<file path="config.mk">
export PLATFORM = sky130hd
export DESIGN_NAME = interval_merge_engine
export DESIGN_NICKNAME = d
export VERILOG_FILES = /design/src/ime_pkg.sv /design/src/ime_ctrl.sv /design/src/ime_datapath.sv /design/src/interval_merge_engine.sv
export SDC_FILE = /design/constraint.sdc
export NUM_CORES = 2
export LEC_CHECK = 0
export ABC_CLOCK_PERIOD_IN_PS = 9400
export BUFFER_PORTS_ARGS = -buffer_cell sky130_fd_sc_hd__buf_2
export CORE_MARGIN = 10
export CORE_UTILIZATION = 50
export CTS_CLUSTER_DIAMETER = 100
export CTS_CLUSTER_SIZE = 28
export DETAILED_ROUTE_END_ITERATION = 7
export GPL_TIMING_DRIVEN = 0
export PLACE_DENSITY = 0.68
export SETUP_SLACK_MARGIN = 0.3
export SYNTH_ARGS = -nofsm -noshare
export SYNTH_HDL_FRONTEND = slang
export SYNTH_SLANG_ARGS = --single-unit
</file>
<file path="constraint.sdc">
create_clock -name i_clk -period 9.4 [get_ports i_clk]
set_input_delay 1.41 -clock i_clk [delete_from_list [all_inputs] [get_ports i_clk]]
set_output_delay 1.41 -clock i_clk [all_outputs]
set_load 0.01 [all_outputs]
</file>
<file path="src/ime_pkg.sv">
`timescale 1ns / 1ps

package ime_pkg;

    localparam int MAX_RANGES_DEF = 32;
    localparam int DATA_W         = 32;
    localparam int ENTRY_W        = 2 * DATA_W;
    localparam int PADDR_W        = 3;

    // word index within the register space (byte address bit 2)
    localparam logic REG_MIN_SEP = 1'b0;

    localparam logic FUNC_ADD     = 1'b0;
    localparam logic FUNC_RESOLVE = 1'b1;

    typedef enum logic [1:0] {
        KIND_ADDED   = 2'd0,
        KIND_DROPPED = 2'd1,
        KIND_MERGED  = 2'd2,
        KIND_EMPTY   = 2'd3
    } t_kind;

    typedef enum logic [1:0] {
        RD_I      = 2'd0,
        RD_J_PREV = 2'd1,
        RD_ZERO   = 2'd2
    } t_rd_sel;

    typedef enum logic [1:0] {
        WR_ADD   = 2'd0,
        WR_SHIFT = 2'd1,
        WR_KEY   = 2'd2,
        WR_CUR   = 2'd3
    } t_wr_sel;

    typedef struct packed {
        logic    capture;
        t_rd_sel rd_sel;
        logic    we;
        t_wr_sel wr_sel;
        logic    cnt_inc;
        logic    cnt_from_m;
        logic    key_load;
        logic    j_load;
        logic    j_dec;
        logic    i_one;
        logic    i_inc;
        logic    m_clear;
        logic    m_inc;
        logic    cur_load;
        logic    cur_widen;
        logic    emit;
        t_kind   emit_kind;
        logic    emit_last;
    } t_cmd;

    typedef struct packed {
        logic func_resolve;
        logic cnt_full;
        logic cnt_zero;
        logic i_done;
        logic j_one;
        logic key_before;
        logic merge_hit;
        logic out_free;
    } t_stat;

endpackage

</file>
<file path="src/ime_ctrl.sv">
`timescale 1ns / 1ps

module ime_ctrl (
    input  logic           i_clk,
    input  logic           i_rst_n,
    input  logic           i_in_valid,
    output logic           o_in_stall,
    input  ime_pkg::t_stat i_stat,
    output ime_pkg::t_cmd  o_cmd
);

    typedef enum logic [11:0] {
        S_IDLE      = 12'b000000000001,
        S_DISP      = 12'b000000000010,
        S_SORT_CHK  = 12'b000000000100,
        S_SORT_KEY  = 12'b000000001000,
        S_SORT_RD   = 12'b000000010000,
        S_SORT_CMP  = 12'b000000100000,
        S_SORT_PUT  = 12'b000001000000,
        S_MRG_INIT  = 12'b000010000000,
        S_MRG_FIRST = 12'b000100000000,
        S_MRG_CHK   = 12'b001000000000,
        S_MRG_CMP   = 12'b010000000000,
        S_MRG_END   = 12'b100000000000
    } t_state;

    t_state r_state;
    t_state n_state;

    always_ff @(posedge i_clk) begin
        if (!i_rst_n) begin
            r_state <= S_IDLE;
        end else begin
            r_state <= n_state;
        end
    end

    assign o_in_stall = (r_state != S_IDLE);

    always_comb begin
        n_state          = r_state;
        o_cmd            = '0;
        o_cmd.rd_sel     = ime_pkg::RD_I;
        o_cmd.wr_sel     = ime_pkg::WR_ADD;
        o_cmd.emit_kind  = ime_pkg::KIND_ADDED;
        unique case (r_state)
            S_IDLE: begin
                o_cmd.capture = i_in_valid;
                if (i_in_valid) begin
                    n_state = S_DISP;
                end
            end
            S_DISP: begin
                if (!i_stat.func_resolve) begin
                    if (i_stat.out_free) begin
                        o_cmd.emit      = 1'b1;
                        o_cmd.emit_last = 1'b1;
                        if (i_stat.cnt_full) begin
                            o_cmd.emit_kind = ime_pkg::KIND_DROPPED;
                        end else begin
                            o_cmd.emit_kind = ime_pkg::KIND_ADDED;
                            o_cmd.we        = 1'b1;
                            o_cmd.wr_sel    = ime_pkg::WR_ADD;
                            o_cmd.cnt_inc   = 1'b1;
                        end
                        n_state = S_IDLE;
                    end
                end else if (i_stat.cnt_zero) begin
                    if (i_stat.out_free) begin
                        o_cmd.emit      = 1'b1;
                        o_cmd.emit_last = 1'b1;
                        o_cmd.emit_kind = ime_pkg::KIND_EMPTY;
                        n_state         = S_IDLE;
                    end
                end else begin
                    o_cmd.i_one = 1'b1;
                    n_state     = S_SORT_CHK;
                end
            end
            // insertion sort: fetch entry i as the key, walk down shifting larger entries
            S_SORT_CHK: begin
                o_cmd.rd_sel = ime_pkg::RD_I;
                n_state      = i_stat.i_done ? S_MRG_INIT : S_SORT_KEY;
            end
            S_SORT_KEY: begin
                o_cmd.key_load = 1'b1;
                o_cmd.j_load   = 1'b1;
                n_state        = S_SORT_RD;
            end
            S_SORT_RD: begin
                o_cmd.rd_sel = ime_pkg::RD_J_PREV;
                n_state      = S_SORT_CMP;
            end
            S_SORT_CMP: begin
                if (i_stat.key_before) begin
                    o_cmd.we     = 1'b1;
                    o_cmd.wr_sel = ime_pkg::WR_SHIFT;
                    o_cmd.j_dec  = 1'b1;
                    n_state      = i_stat.j_one ? S_SORT_PUT : S_SORT_RD;
                end else begin
                    n_state = S_SORT_PUT;
                end
            end
            S_SORT_PUT: begin
                o_cmd.we     = 1'b1;
                o_cmd.wr_sel = ime_pkg::WR_KEY;
                o_cmd.i_inc  = 1'b1;
                n_state      = S_SORT_CHK;
            end
            // merge scan: running range in cur, closed ranges written back at m
            S_MRG_INIT: begin
                o_cmd.rd_sel = ime_pkg::RD_ZERO;
                n_state      = S_MRG_FIRST;
            end
            S_MRG_FIRST: begin
                o_cmd.cur_load = 1'b1;
                o_cmd.m_clear  = 1'b1;
                o_cmd.i_one    = 1'b1;
                n_state        = S_MRG_CHK;
            end
            S_MRG_CHK: begin
                o_cmd.rd_sel = ime_pkg::RD_I;
                n_state      = i_stat.i_done ? S_MRG_END : S_MRG_CMP;
            end
            S_MRG_CMP: begin
                o_cmd.rd_sel = ime_pkg::RD_I;
                if (i_stat.merge_hit) begin
                    o_cmd.cur_widen = 1'b1;
                    o_cmd.i_inc     = 1'b1;
                    n_state         = S_MRG_CHK;
                end else if (i_stat.out_free) begin
                    o_cmd.we        = 1'b1;
                    o_cmd.wr_sel    = ime_pkg::WR_CUR;
                    o_cmd.emit      = 1'b1;
                    o_cmd.emit_kind = ime_pkg::KIND_MERGED;
                    o_cmd.m_inc     = 1'b1;
                    o_cmd.cur_load  = 1'b1;
                    o_cmd.i_inc     = 1'b1;
                    n_state         = S_MRG_CHK;
                end
            end
            S_MRG_END: begin
                if (i_stat.out_free) begin
                    o_cmd.we         = 1'b1;
                    o_cmd.wr_sel     = ime_pkg::WR_CUR;
                    o_cmd.emit       = 1'b1;
                    o_cmd.emit_kind  = ime_pkg::KIND_MERGED;
                    o_cmd.emit_last  = 1'b1;
                    o_cmd.cnt_from_m = 1'b1;
                    n_state          = S_IDLE;
                end
            end
            default: begin
                n_state = S_IDLE;
            end
        endcase
    end

endmodule

</file>
<file path="src/ime_datapath.sv">
`timescale 1ns / 1ps

module ime_datapath #(
    parameter int MAX_RANGES = ime_pkg::MAX_RANGES_DEF
) (
    input  logic                        i_clk,
    input  logic                        i_rst_n,
    input  ime_pkg::t_cmd               i_cmd,
    output ime_pkg::t_stat              o_stat,
    input  logic signed [ime_pkg::DATA_W-1:0] i_min_sep,
    input  logic                        i_func,
    input  logic signed [ime_pkg::DATA_W-1:0] i_range_low,
    input  logic signed [ime_pkg::DATA_W-1:0] i_range_high,
    output logic                        o_out_valid,
    input  logic                        i_out_stall,
    output logic [1:0]                  o_kind,
    output logic signed [ime_pkg::DATA_W-1:0] o_out_low,
    output logic signed [ime_pkg::DATA_W-1:0] o_out_high,
    output logic                        o_last
);

    localparam int DW = ime_pkg::DATA_W;
    localparam int EW = ime_pkg::ENTRY_W;
    localparam int IW = $clog2(MAX_RANGES);
    localparam int CW = $clog2(MAX_RANGES + 1);

    // entry layout: low bound in the upper half, high bound in the lower half
    logic [EW-1:0] r_mem [MAX_RANGES];
    logic [EW-1:0] r_rdata;

    logic          r_func;
    logic [DW-1:0] r_add_low;
    logic [DW-1:0] r_add_high;
    logic [EW-1:0] r_key;
    logic [DW-1:0] r_cur_low;
    logic [DW-1:0] r_cur_high;
    logic [CW-1:0] r_cnt;
    logic [CW-1:0] r_i;
    logic [IW-1:0] r_j;
    logic [IW-1:0] r_m;

    logic          r_out_valid;
    ime_pkg::t_kind r_kind;
    logic [DW-1:0] r_out_low;
    logic [DW-1:0] r_out_high;
    logic          r_last;

    logic [IW-1:0] w_rd_addr;
    logic [IW-1:0] w_wr_addr;
    logic [EW-1:0] w_wr_data;
    logic [DW-1:0] w_rd_low;
    logic [DW-1:0] w_rd_high;
    logic [DW-1:0] w_key_low;
    logic [DW-1:0] w_key_high;
    logic [DW:0]   w_diff;
    logic          w_out_free;

    assign w_rd_low   = r_rdata[EW-1:DW];
    assign w_rd_high  = r_rdata[DW-1:0];
    assign w_key_low  = r_key[EW-1:DW];
    assign w_key_high = r_key[DW-1:0];

    always_comb begin
        unique case (i_cmd.rd_sel)
            ime_pkg::RD_I:      w_rd_addr = r_i[IW-1:0];
            ime_pkg::RD_J_PREV: w_rd_addr = r_j - IW'(1);
            ime_pkg::RD_ZERO:   w_rd_addr = '0;
            default:            w_rd_addr = '0;
        endcase
    end

    always_comb begin
        unique case (i_cmd.wr_sel)
            ime_pkg::WR_ADD: begin
                w_wr_addr = r_cnt[IW-1:0];
                w_wr_data = {r_add_low, r_add_high};
            end
            ime_pkg::WR_SHIFT: begin
                w_wr_addr = r_j;
                w_wr_data = r_rdata;
            end
            ime_pkg::WR_KEY: begin
                w_wr_addr = r_j;
                w_wr_data = r_key;
            end
            ime_pkg::WR_CUR: begin
                w_wr_addr = r_m;
                w_wr_data = {r_cur_low, r_cur_high};
            end
            default: begin
                w_wr_addr = r_m;
                w_wr_data = {r_cur_low, r_cur_high};
            end
        endcase
    end

    always_ff @(posedge i_clk) begin
        if (i_cmd.we) begin
            r_mem[w_wr_addr] <= w_wr_data;
        end
        r_rdata <= r_mem[w_rd_addr];
    end

    // exact next low minus separation, one bit wider so it cannot wrap
    assign w_diff = {w_rd_low[DW-1], w_rd_low} - {i_min_sep[DW-1], i_min_sep};

    assign w_out_free = !r_out_valid || !i_out_stall;

    always_comb begin
        o_stat.func_resolve = (r_func == ime_pkg::FUNC_RESOLVE);
        o_stat.cnt_full     = (r_cnt == CW'(MAX_RANGES));
        o_stat.cnt_zero     = (r_cnt == '0);
        o_stat.i_done       = (r_i >= r_cnt);
        o_stat.j_one        = (r_j == IW'(1));
        o_stat.key_before   = (w_key_low == w_rd_low)
                            ? ($signed(w_key_high) < $signed(w_rd_high))
                            : ($signed(w_key_low) < $signed(w_rd_low));
        o_stat.merge_hit    = ($signed(w_diff) <= $signed({r_cur_high[DW-1], r_cur_high}));
        o_stat.out_free     = w_out_free;
    end

    // payload registers
    always_ff @(posedge i_clk) begin
        if (i_cmd.capture) begin
            r_add_low  <= i_range_low;
            r_add_high <= i_range_high;
        end
        if (i_cmd.key_load) begin
            r_key <= r_rdata;
        end
        if (i_cmd.cur_load) begin
            r_cur_low  <= w_rd_low;
            r_cur_high <= w_rd_high;
        end else if (i_cmd.cur_widen && ($signed(w_rd_high) > $signed(r_cur_high))) begin
            r_cur_high <= w_rd_high;
        end
        if (i_cmd.j_load) begin
            r_j <= r_i[IW-1:0];
        end else if (i_cmd.j_dec) begin
            r_j <= r_j - IW'(1);
        end
        if (i_cmd.i_one) begin
            r_i <= CW'(1);
        end else if (i_cmd.i_inc) begin
            r_i <= r_i + CW'(1);
        end
        if (i_cmd.m_clear) begin
            r_m <= '0;
        end else if (i_cmd.m_inc) begin
            r_m <= r_m + IW'(1);
        end
        if (i_cmd.emit) begin
            r_kind <= i_cmd.emit_kind;
            r_last <= i_cmd.emit_last;
            if (i_cmd.emit_kind == ime_pkg::KIND_MERGED) begin
                r_out_low  <= r_cur_low;
                r_out_high <= r_cur_high;
            end else begin
                r_out_low  <= '0;
                r_out_high <= '0;
            end
        end
    end

    // control registers
    always_ff @(posedge i_clk) begin
        if (!i_rst_n) begin
            r_func      <= ime_pkg::FUNC_ADD;
            r_cnt       <= '0;
            r_out_valid <= 1'b0;
        end else begin
            if (i_cmd.capture) begin
                r_func <= i_func;
            end
            if (i_cmd.cnt_inc) begin
                r_cnt <= r_cnt + CW'(1);
            end else if (i_cmd.cnt_from_m) begin
                r_cnt <= CW'(r_m) + CW'(1);
            end
            if (i_cmd.emit) begin
                r_out_valid <= 1'b1;
            end else if (!i_out_stall) begin
                r_out_valid <= 1'b0;
            end
        end
    end

    assign o_out_valid = r_out_valid;
    assign o_kind      = r_kind;
    assign o_out_low   = r_out_low;
    assign o_out_high  = r_out_high;
    assign o_last      = r_last;

    a_cnt_bound: assert property (@(posedge i_clk) disable iff (!i_rst_n)
        r_cnt <= CW'(MAX_RANGES))
        else $error("range count above capacity");

    a_emit_free: assert property (@(posedge i_clk) disable iff (!i_rst_n)
        i_cmd.emit |-> w_out_free)
        else $error("result overwrites a request still waiting");

    a_single_last: assert property (@(posedge i_clk) disable iff (!i_rst_n)
        (r_out_valid && (r_kind != ime_pkg::KIND_MERGED)) |-> r_last)
        else $error("add or empty result without last");

    a_merge_behind: assert property (@(posedge i_clk) disable iff (!i_rst_n)
        (i_cmd.we && (i_cmd.wr_sel == ime_pkg::WR_CUR)) |-> (CW'(r_m) < r_i))
        else $error("merge write-back not behind the scan");

endmodule

</file>
<file path="src/interval_merge_engine.sv">
// add request: result registered from S_DISP after acceptance; the next request is accepted
// once the controller is back in S_IDLE, later while a result waits; one request at a time
// resolve of n entries: insertion sort (a read state and a compare state per shift),
// then a merge scan, one range emitted per group
// both passes are bound by the single read port of the entry memory
// synchronous active-low reset empties the list and clears min_separation;
// entry contents are not cleared
`timescale 1ns / 1ps

module interval_merge_engine #(
    parameter int MAX_RANGES = ime_pkg::MAX_RANGES_DEF
) (
    input  logic                               i_clk,
    input  logic                               i_rst_n,
    input  logic                               i_in_valid,
    output logic                               o_in_stall,
    input  logic                               i_func,
    input  logic signed [ime_pkg::DATA_W-1:0]  i_range_low,
    input  logic signed [ime_pkg::DATA_W-1:0]  i_range_high,
    output logic                               o_out_valid,
    input  logic                               i_out_stall,
    output logic [1:0]                         o_kind,
    output logic signed [ime_pkg::DATA_W-1:0]  o_out_low,
    output logic signed [ime_pkg::DATA_W-1:0]  o_out_high,
    output logic                               o_last,
    input  logic                               psel,
    input  logic                               penable,
    input  logic                               pwrite,
    input  logic [ime_pkg::PADDR_W-1:0]        paddr,
    input  logic [ime_pkg::DATA_W-1:0]         pwdata,
    output logic [ime_pkg::DATA_W-1:0]         prdata,
    output logic                               pready
);

    logic [ime_pkg::DATA_W-1:0] r_min_sep;
    ime_pkg::t_cmd              w_cmd;
    ime_pkg::t_stat             w_stat;

    assign pready = 1'b1;

    always_ff @(posedge i_clk) begin
        if (!i_rst_n) begin
            r_min_sep <= '0;
        end else if (psel && penable && pwrite && pready
                     && (paddr[2] == ime_pkg::REG_MIN_SEP)) begin
            r_min_sep <= pwdata;
        end
    end

    assign prdata = (paddr[2] == ime_pkg::REG_MIN_SEP) ? r_min_sep : '0;

    ime_ctrl u_ctrl (
        .i_clk      (i_clk),
        .i_rst_n    (i_rst_n),
        .i_in_valid (i_in_valid),
        .o_in_stall (o_in_stall),
        .i_stat     (w_stat),
        .o_cmd      (w_cmd)
    );

    ime_datapath #(
        .MAX_RANGES (MAX_RANGES)
    ) u_datapath (
        .i_clk        (i_clk),
        .i_rst_n      (i_rst_n),
        .i_cmd        (w_cmd),
        .o_stat       (w_stat),
        .i_min_sep    (r_min_sep),
        .i_func       (i_func),
        .i_range_low  (i_range_low),
        .i_range_high (i_range_high),
        .o_out_valid  (o_out_valid),
        .i_out_stall  (i_out_stall),
        .o_kind       (o_kind),
        .o_out_low    (o_out_low),
        .o_out_high   (o_out_high),
        .o_last       (o_last)
    );

endmodule
</file>
# Yosys cells after proc, flatten, opt, wreduce, memory -nomap -nowiden
# Memories as Yosys holds them, arrays and structs flattened. A register that Yosys moved wholly into a read port is not among the register bits.
# Index checks and enable logic that the tools add are counted.
# Widths: inputs -> output; s select.
word_totals:
  regBits: 327
  latchBits: 0
  ram_bits: 2048
  mem_bits_ro: 0
  input_bits: 107
  out_inout_bits: 102
  mem_count: 1
op_classes:
  add_sub_neg: 6
  n_mul: 0
  div: 0
  n_lt_le_gt_ge: 5
  eq_ne: 24
  n_shift: 0
  n_mux: 63
  bitwise_logic: 1
  reduce_logical: 15
mem_list:
  columns: ["memory", "words", "word_bits", "rd", "rd_clocked_by_memory_dff", "write_ports", "line_no", "source"]
  rows:
  - ["u_datapath.r_mem", 32, 64, 1, 1, 1, "ime_datapath.sv:28", "logic [EW-1:0] r_mem [MAX_RANGES];"]
ops:
  columns: ["operator", "count"]
  rows:
  - ["$pmux 64 s4", 1]
  - ["$pmux 12 s12", 1]
  - ["$mux 12", 8]
  - ["$mux 32", 3]
  - ["$lt 32x32->1", 2]
  - ["$le 33x32->1", 1]
  - ["$sub 32x32->33", 1]
  - ["$eq 32x32->1", 1]
  - ["$gt 32x32->1", 1]
  - ["$mux 4", 8]
  - ["$mux 1", 19]
  - ["$mux 3", 5]
  - ["$pmux 3 s5", 1]
  - ["$pmux 5 s3", 1]
  - ["$add 6x1->6 const B", 2]
  - ["$eq 12x1->1 const B", 1]
  - ["$eq 12x10->1 const B", 1]
  - ["$eq 12x11->1 const B", 1]
  - ["$eq 12x12->1 const B", 1]
  - ["$eq 12x2->1 const B", 1]
  - ["$eq 12x3->1 const B", 1]
  - ["$eq 12x4->1 const B", 1]
  - ["$eq 12x5->1 const B", 1]
  - ["$eq 12x6->1 const B", 1]
  - ["33 further kinds", 50]

# Logic depth before layout (Yosys ltp)
logic_depth:
  depth_word: 8
  depth_mapped: 31

# Modules after synthesis
# Synthesis repeated with hierarchy kept, for this count alone.
hier_totals:
  cells_unflattened: 7852
  hier_area_um2: 100909.3
modules_own_cells:
  columns: ["mod", "instances", "cells_per_inst", "area_per_inst_um2", "seq_area_each_um2"]
  rows:
  - ["ime_datapath", 1, 7556, 98470.7, 71088.2]
  - ["interval_merge_engine", 1, 177, 1537.7, 640.6]
  - ["ime_ctrl", 1, 119, 900.9, 240.2]

# Worst setup path after synthesis
# Ideal clock, no wire load.
synth_path:
  path_kind: "register to register"
  from: "register u_datapath.r_rdata[32], read port of u_datapath.r_mem"
  to: "memory u_datapath.r_mem[13][0] (netlist bit), enable pin"
  setup_time_ns: 0.507
  t_arrival_ns: 8.841
  setup_slack_ns: 0.052
  stages_incl_launch_ff: 26
  n_path_buf: 2
  path_cell_list: "dfxtp_1 > inv_1 > ha_1 > fa_1 > nor2b_1 > o31a_1 > o32ai_1 > o31ai_1 > a41oi_1 > o31ai_1 > nand4_1 > a32o_1 > ha_1 > inv_1 > a2111oi_0 > o21ai_0 > o2111ai_1 > nand2_1 > clkbuf_1 > a21oi_1 > ha_1 > clkbuf_1 > o21ai_0 > nor2_1 > nand2_1 > a21oi_1"
synth_between:
  elab_chain_len: 7
  word_cells_on_any_way: 16
  classes_between: "1 x add/sub; 2 x order compare; 4 x eq/ne; 7 x mux; 2 x reduce/logical"
synth_rtl:
  columns: ["element", "line_no", "source"]
  rows:
  - ["from (decl)", "ime_datapath.sv:29", "logic [EW-1:0] r_rdata;"]
  - ["$sub 32x32->33 (tied with other cells)", "ime_datapath.sv:105", "assign w_diff = {w_rd_low[DW-1], w_rd_low} - {i_min_sep[DW-1], i_min_sep};"]
  - ["$le 33x32->1 or $mux 1 (tied branches)", "ime_datapath.sv:118, ime_datapath.sv:116", null]
  - ["$mux 3 (on tied branches)", "ime_ctrl.sv:127, ime_ctrl.sv:95", null]
  - ["$pmux 3 s5 *", "ime_ctrl.sv:46", "unique case (r_state)"]
  - ["$eq 2x1->1 or $eq 2x2->1 (tied branches)", "ime_datapath.sv:73", "unique case (i_cmd.wr_sel)"]
  - ["$reduce_or 2->1 (no source line)", null, null]
  - ["$pmux 5 s3", "ime_datapath.sv:73", null]
  - ["to (decl)", "ime_datapath.sv:28", null]
# Mark *: on every way between the ends. The rest lies on a longest branch, timed or not.

# Final worst setup path
layout_path:
  from: "register u_datapath.r_rdata[32], read port of u_datapath.r_mem"
  to: "memory u_datapath.r_mem[8][26] (netlist bit), data pin"
layout_between:
  elab_chain_len: 6
  word_cells_on_any_way: 13
  classes_between: "1 x add/sub; 2 x order compare; 4 x eq/ne; 5 x mux; 1 x reduce/logical"
layout_rtl:
  columns: ["element", "line_no", "source"]
  rows:
  - ["$sub 32x32->33 (tied with other cells)", "ime_datapath.sv:105", null]
  - ["$le 33x32->1 or $mux 1 (tied branches)", "ime_datapath.sv:118, ime_datapath.sv:116", null]
  - ["$mux 3 (on tied branches)", "ime_ctrl.sv:127, ime_ctrl.sv:95", null]
  - ["$pmux 3 s5 *", "ime_ctrl.sv:46", null]
  - ["$eq 2x2->1 (tied with other cells)", "ime_datapath.sv:73", null]
  - ["$pmux 64 s4 *", "ime_datapath.sv:73", null]
  - ["named net u_datapath.w_wr_data[26]", "ime_datapath.sv:50", "logic [EW-1:0] w_wr_data;"]
# Mark *: on every way through the listed nets, which the timed path passes. The rest lies on a longest branch.

==> flow_summary.toml <==
[critical_path]
arrival_ps = 9430
worstReg2RegStart = "u_datapath.r_rdata[32]"
critPathKind = "register to register"
cp-startpoint = "u_datapath.r_rdata[32]"
r2r_end = "u_datapath.r_mem[8][26]"
start_kind = "register"
critical_path_required_ps = 9940
path_max_fanout = 17
r2r_slack_ps = 510
end_kind = "register"
rr_worst_depth = 27

[cts]
cts.sinks = 2439
htree_levels = 3
cts_inserted_buffers = 98
ctsHoldBuffers = 0
root_buffer = "clkbuf_16"
clkTransAtPathRegs_ps = 110
insertion_delay_ps = 830
clockBufferDepth = 3
cts_tree = "built"

[min_path]
min_path_type = "register to register"
hold_path_end = "r_min_sep[21]"
min_from = "r_min_sep[21]"
hold_depth = 2

[sta]
period_needed_ps = 8890
hold_violations = 0
worst_pin_slew_ps = 1610
rsz0062_at_grt = "yes"
fin_ws_ps = 512
tns_ps = 0
maxSlewViolCount = 6
period_share = 0.946
setup_viol = 0
slew_headroom = -0.0757
whs_ps = 462
finClkSkew_ps = 46.2
max_freq_mhz = 113

[outcome]
status = "finished with violations"
failed_checks = "max-slew violations"

[layout]
final_cell_mix = "edfxtp_1, nand2_1, mux2i_1"
syn2layout_area_growth_pct = 11.7
final_common_cell = "edfxtp_1"
post-route-util = 0.563
drive_above_1_share = 0.113
fillCellCount = 15544
finish.net_count = 7976

[pwr]
p_leak_uw = 0.0416
p_per_area_mw_per_mm2 = 159
power_uw = 17900
ir_worst_vdd_v = 0.000160

[synthesis]
synthTopCellsByArea = "edfxtp_1, mux2i_1, nand2_1, dfxtp_1, ha_1"
seq_area_frac_synth = 0.714
ys_warn_count = 0
avgSynthCellArea_um2 = 14.0
synth_nets = 7466
synth_area_leader_cell = "edfxtp_1"
syn_area_mm2 = 0.101
synth_edf_count = 2312
synth.ff_latch_count = 2439
syn_inst = 7183
synth_cell_type_count = 78
synthFlopType = "edfxtp_1"
synth_top_area_frac = 0.689
synthArstFlopShare = 0

[placed_design]
finalWeightedCongestion = 0.925
numPortBuffers = 204
pre_cts_slack_ps = -1700
dp_hpwl_um = 229000

[routing]
drtIter0Drc = 9987
drc = 0
first_pass_iters = 8
viasPerCell = 6.26
ant_nets = 0
routed_wl_um = 316000
via_count = 65305
wl_per_cell_um = 30.3

[global_route]
overflow = 0
grt_use_total = 0.276
antenna_found_initial = 24
grt_pass1_vias = 62381
grt_max_degree = 65
grt_pass1_wl_um = 439000

[die]
core_area_mm2 = 0.200
rows = 164
die_y_um = 469
die_w_um = 469
die_area_mm2 = 0.220
start_util = 0.504
ios = 209

[run]
maxCapViolations = 0
worst max-delay path, cell delays in order, from the launching register on:
cell       delay, ps
dfxtp_1          490
inv_1            130
ha_1             230
fa_1             410
nor2b_1          180
o31a_1           210
o32ai_2          170
o31ai_4          390
a41oi_1          240
o31ai_2          400
a21o_1           170
a21oi_1           70
xnor2_1          150
ha_1             270
nand2_1          100
nor3_2           100
nand3_1          140
a2bb2oi_1        550
o2111ai_4        410
nand2_4          300
clkbuf_1         370
nor2_1           120
ha_1             240
clkbuf_1         320
clkbuf_1         450
a222oi_1        1220
mux2i_4          410
buf_8            290
registers in the layout, indices dropped and copies added, names as in the netlist:
| name | cells |
|---|---|
| u_datapath.r_mem | 2048 |
| u_datapath.r_key | 64 |
| u_datapath.r_rdata | 64 |
| r_min_sep | 32 |
| u_datapath.o_out_high | 32 |
| u_datapath.o_out_low | 32 |
| u_datapath.r_add_high | 32 |
| u_datapath.r_add_low | 32 |
| u_datapath.r_cur_high | 32 |
| u_datapath.r_cur_low | 32 |
| u_ctrl.r_state | 12 |
| u_datapath.r_cnt | 6 |
| u_datapath.r_i | 6 |
| u_datapath.r_j | 5 |
| u_datapath.r_m | 5 |
| u_datapath.o_kind | 2 |
| u_datapath.o_last | 1 |
| u_datapath.o_out_valid | 1 |
| u_datapath.r_func | 1 |
synthesized netlist by cell type, types with 129 or more instances:
| master | count |
|---|---|
| and3_1 | 238 |
| o221ai_1 | 129 |
| nand2_1 | 1271 |
| inv_1 | 216 |
| nand3_1 | 200 |
| mux2i_1 | 598 |
| ha_1 | 175 |
| a31oi_1 | 134 |
| clkbuf_1 | 240 |
| nor2_1 | 212 |
| a21oi_1 | 200 |
| edfxtp_1 | 2312 |
routing by layer:
metal  routed length [um]  GRT usage  vias to the layer above
met2               145000      0.443                     3986
li1                     -          -                    28218
met1               117000      0.357                    32354
met4                17200      0.131                       14
met3                36800     0.0626                      733
met5                  317          0                        -
how the worst max path moves through the flow:
stage / to / slack, ps / depth (start not counted)
floorplan: u_datapath.r_mem[1][0] / 1480 / 25
detailed placement: u_datapath.r_mem[24][59] / -1700 / 24
global placement: u_datapath.r_mem[3][25] / -3520 / 27
finish: u_datapath.r_mem[8][26] / 510 / 27
global route: u_datapath.r_mem[9][34] / 220 / 24
CTS: u_datapath.r_mem[2][44] / 340 / 27
per-stage QoR:
| stage | std cells | instance area [um2] |
|---|---|---|
| after floorplan | 7183 | 101000 |
| final | 10439 | 113000 |
| after global routing | 10427 | 113000 |
| after global placement | 10043 | 105000 |
| after detailed placement | 10190 | 109000 |
| after CTS | 10371 | 112000 |
cells by family after synthesis:
logic type	Yosys count	synth area share
DFF	2439	0.714
and+or+nand+nor	2119	0.0928
AOI/OAI and AO/OA	1158	0.0802
buffers and inverters	650	0.0277
muxes	606	0.0603
adders and majority gates	176	0.0219
xor gates and xnor gates	34	0.00295
other	1	0.0000372
where the power goes:
group          internal [uW]  switching (uW)
sequential             11900            20.2
combinational            154             430
clock                   2030            3320
timing repair:
item,in CTS,in global routing
endpoints found under the setup margin,4096,2571
resized for setup,21,27
setup buffers,0,46
gates cloned,6,6
pin swaps,1,7
final cells by class:
| cell class | count | area, um2 | share of cell area |
|---|---|---|---|
| Sequential cell | 2439 | 72000 | 0.639 |
| Clock buffer | 163 | 2710 | 0.0240 |
| Timing Repair Buffer | 398 | 4250 | 0.0377 |
| Tap cell | 2656 | 3320 | 0.0295 |
| Inverter | 217 | 817 | 0.00726 |
| Multi-Input combinational cell | 4106 | 27300 | 0.243 |
| Clock inverter | 12 | 183 | 0.00162 |
| Buffer | 433 | 2010 | 0.0178 |
| Antenna cell | 15 | 37.5 | 0.000333 |
No activity file was read; power rests on OpenSTA's default activity.
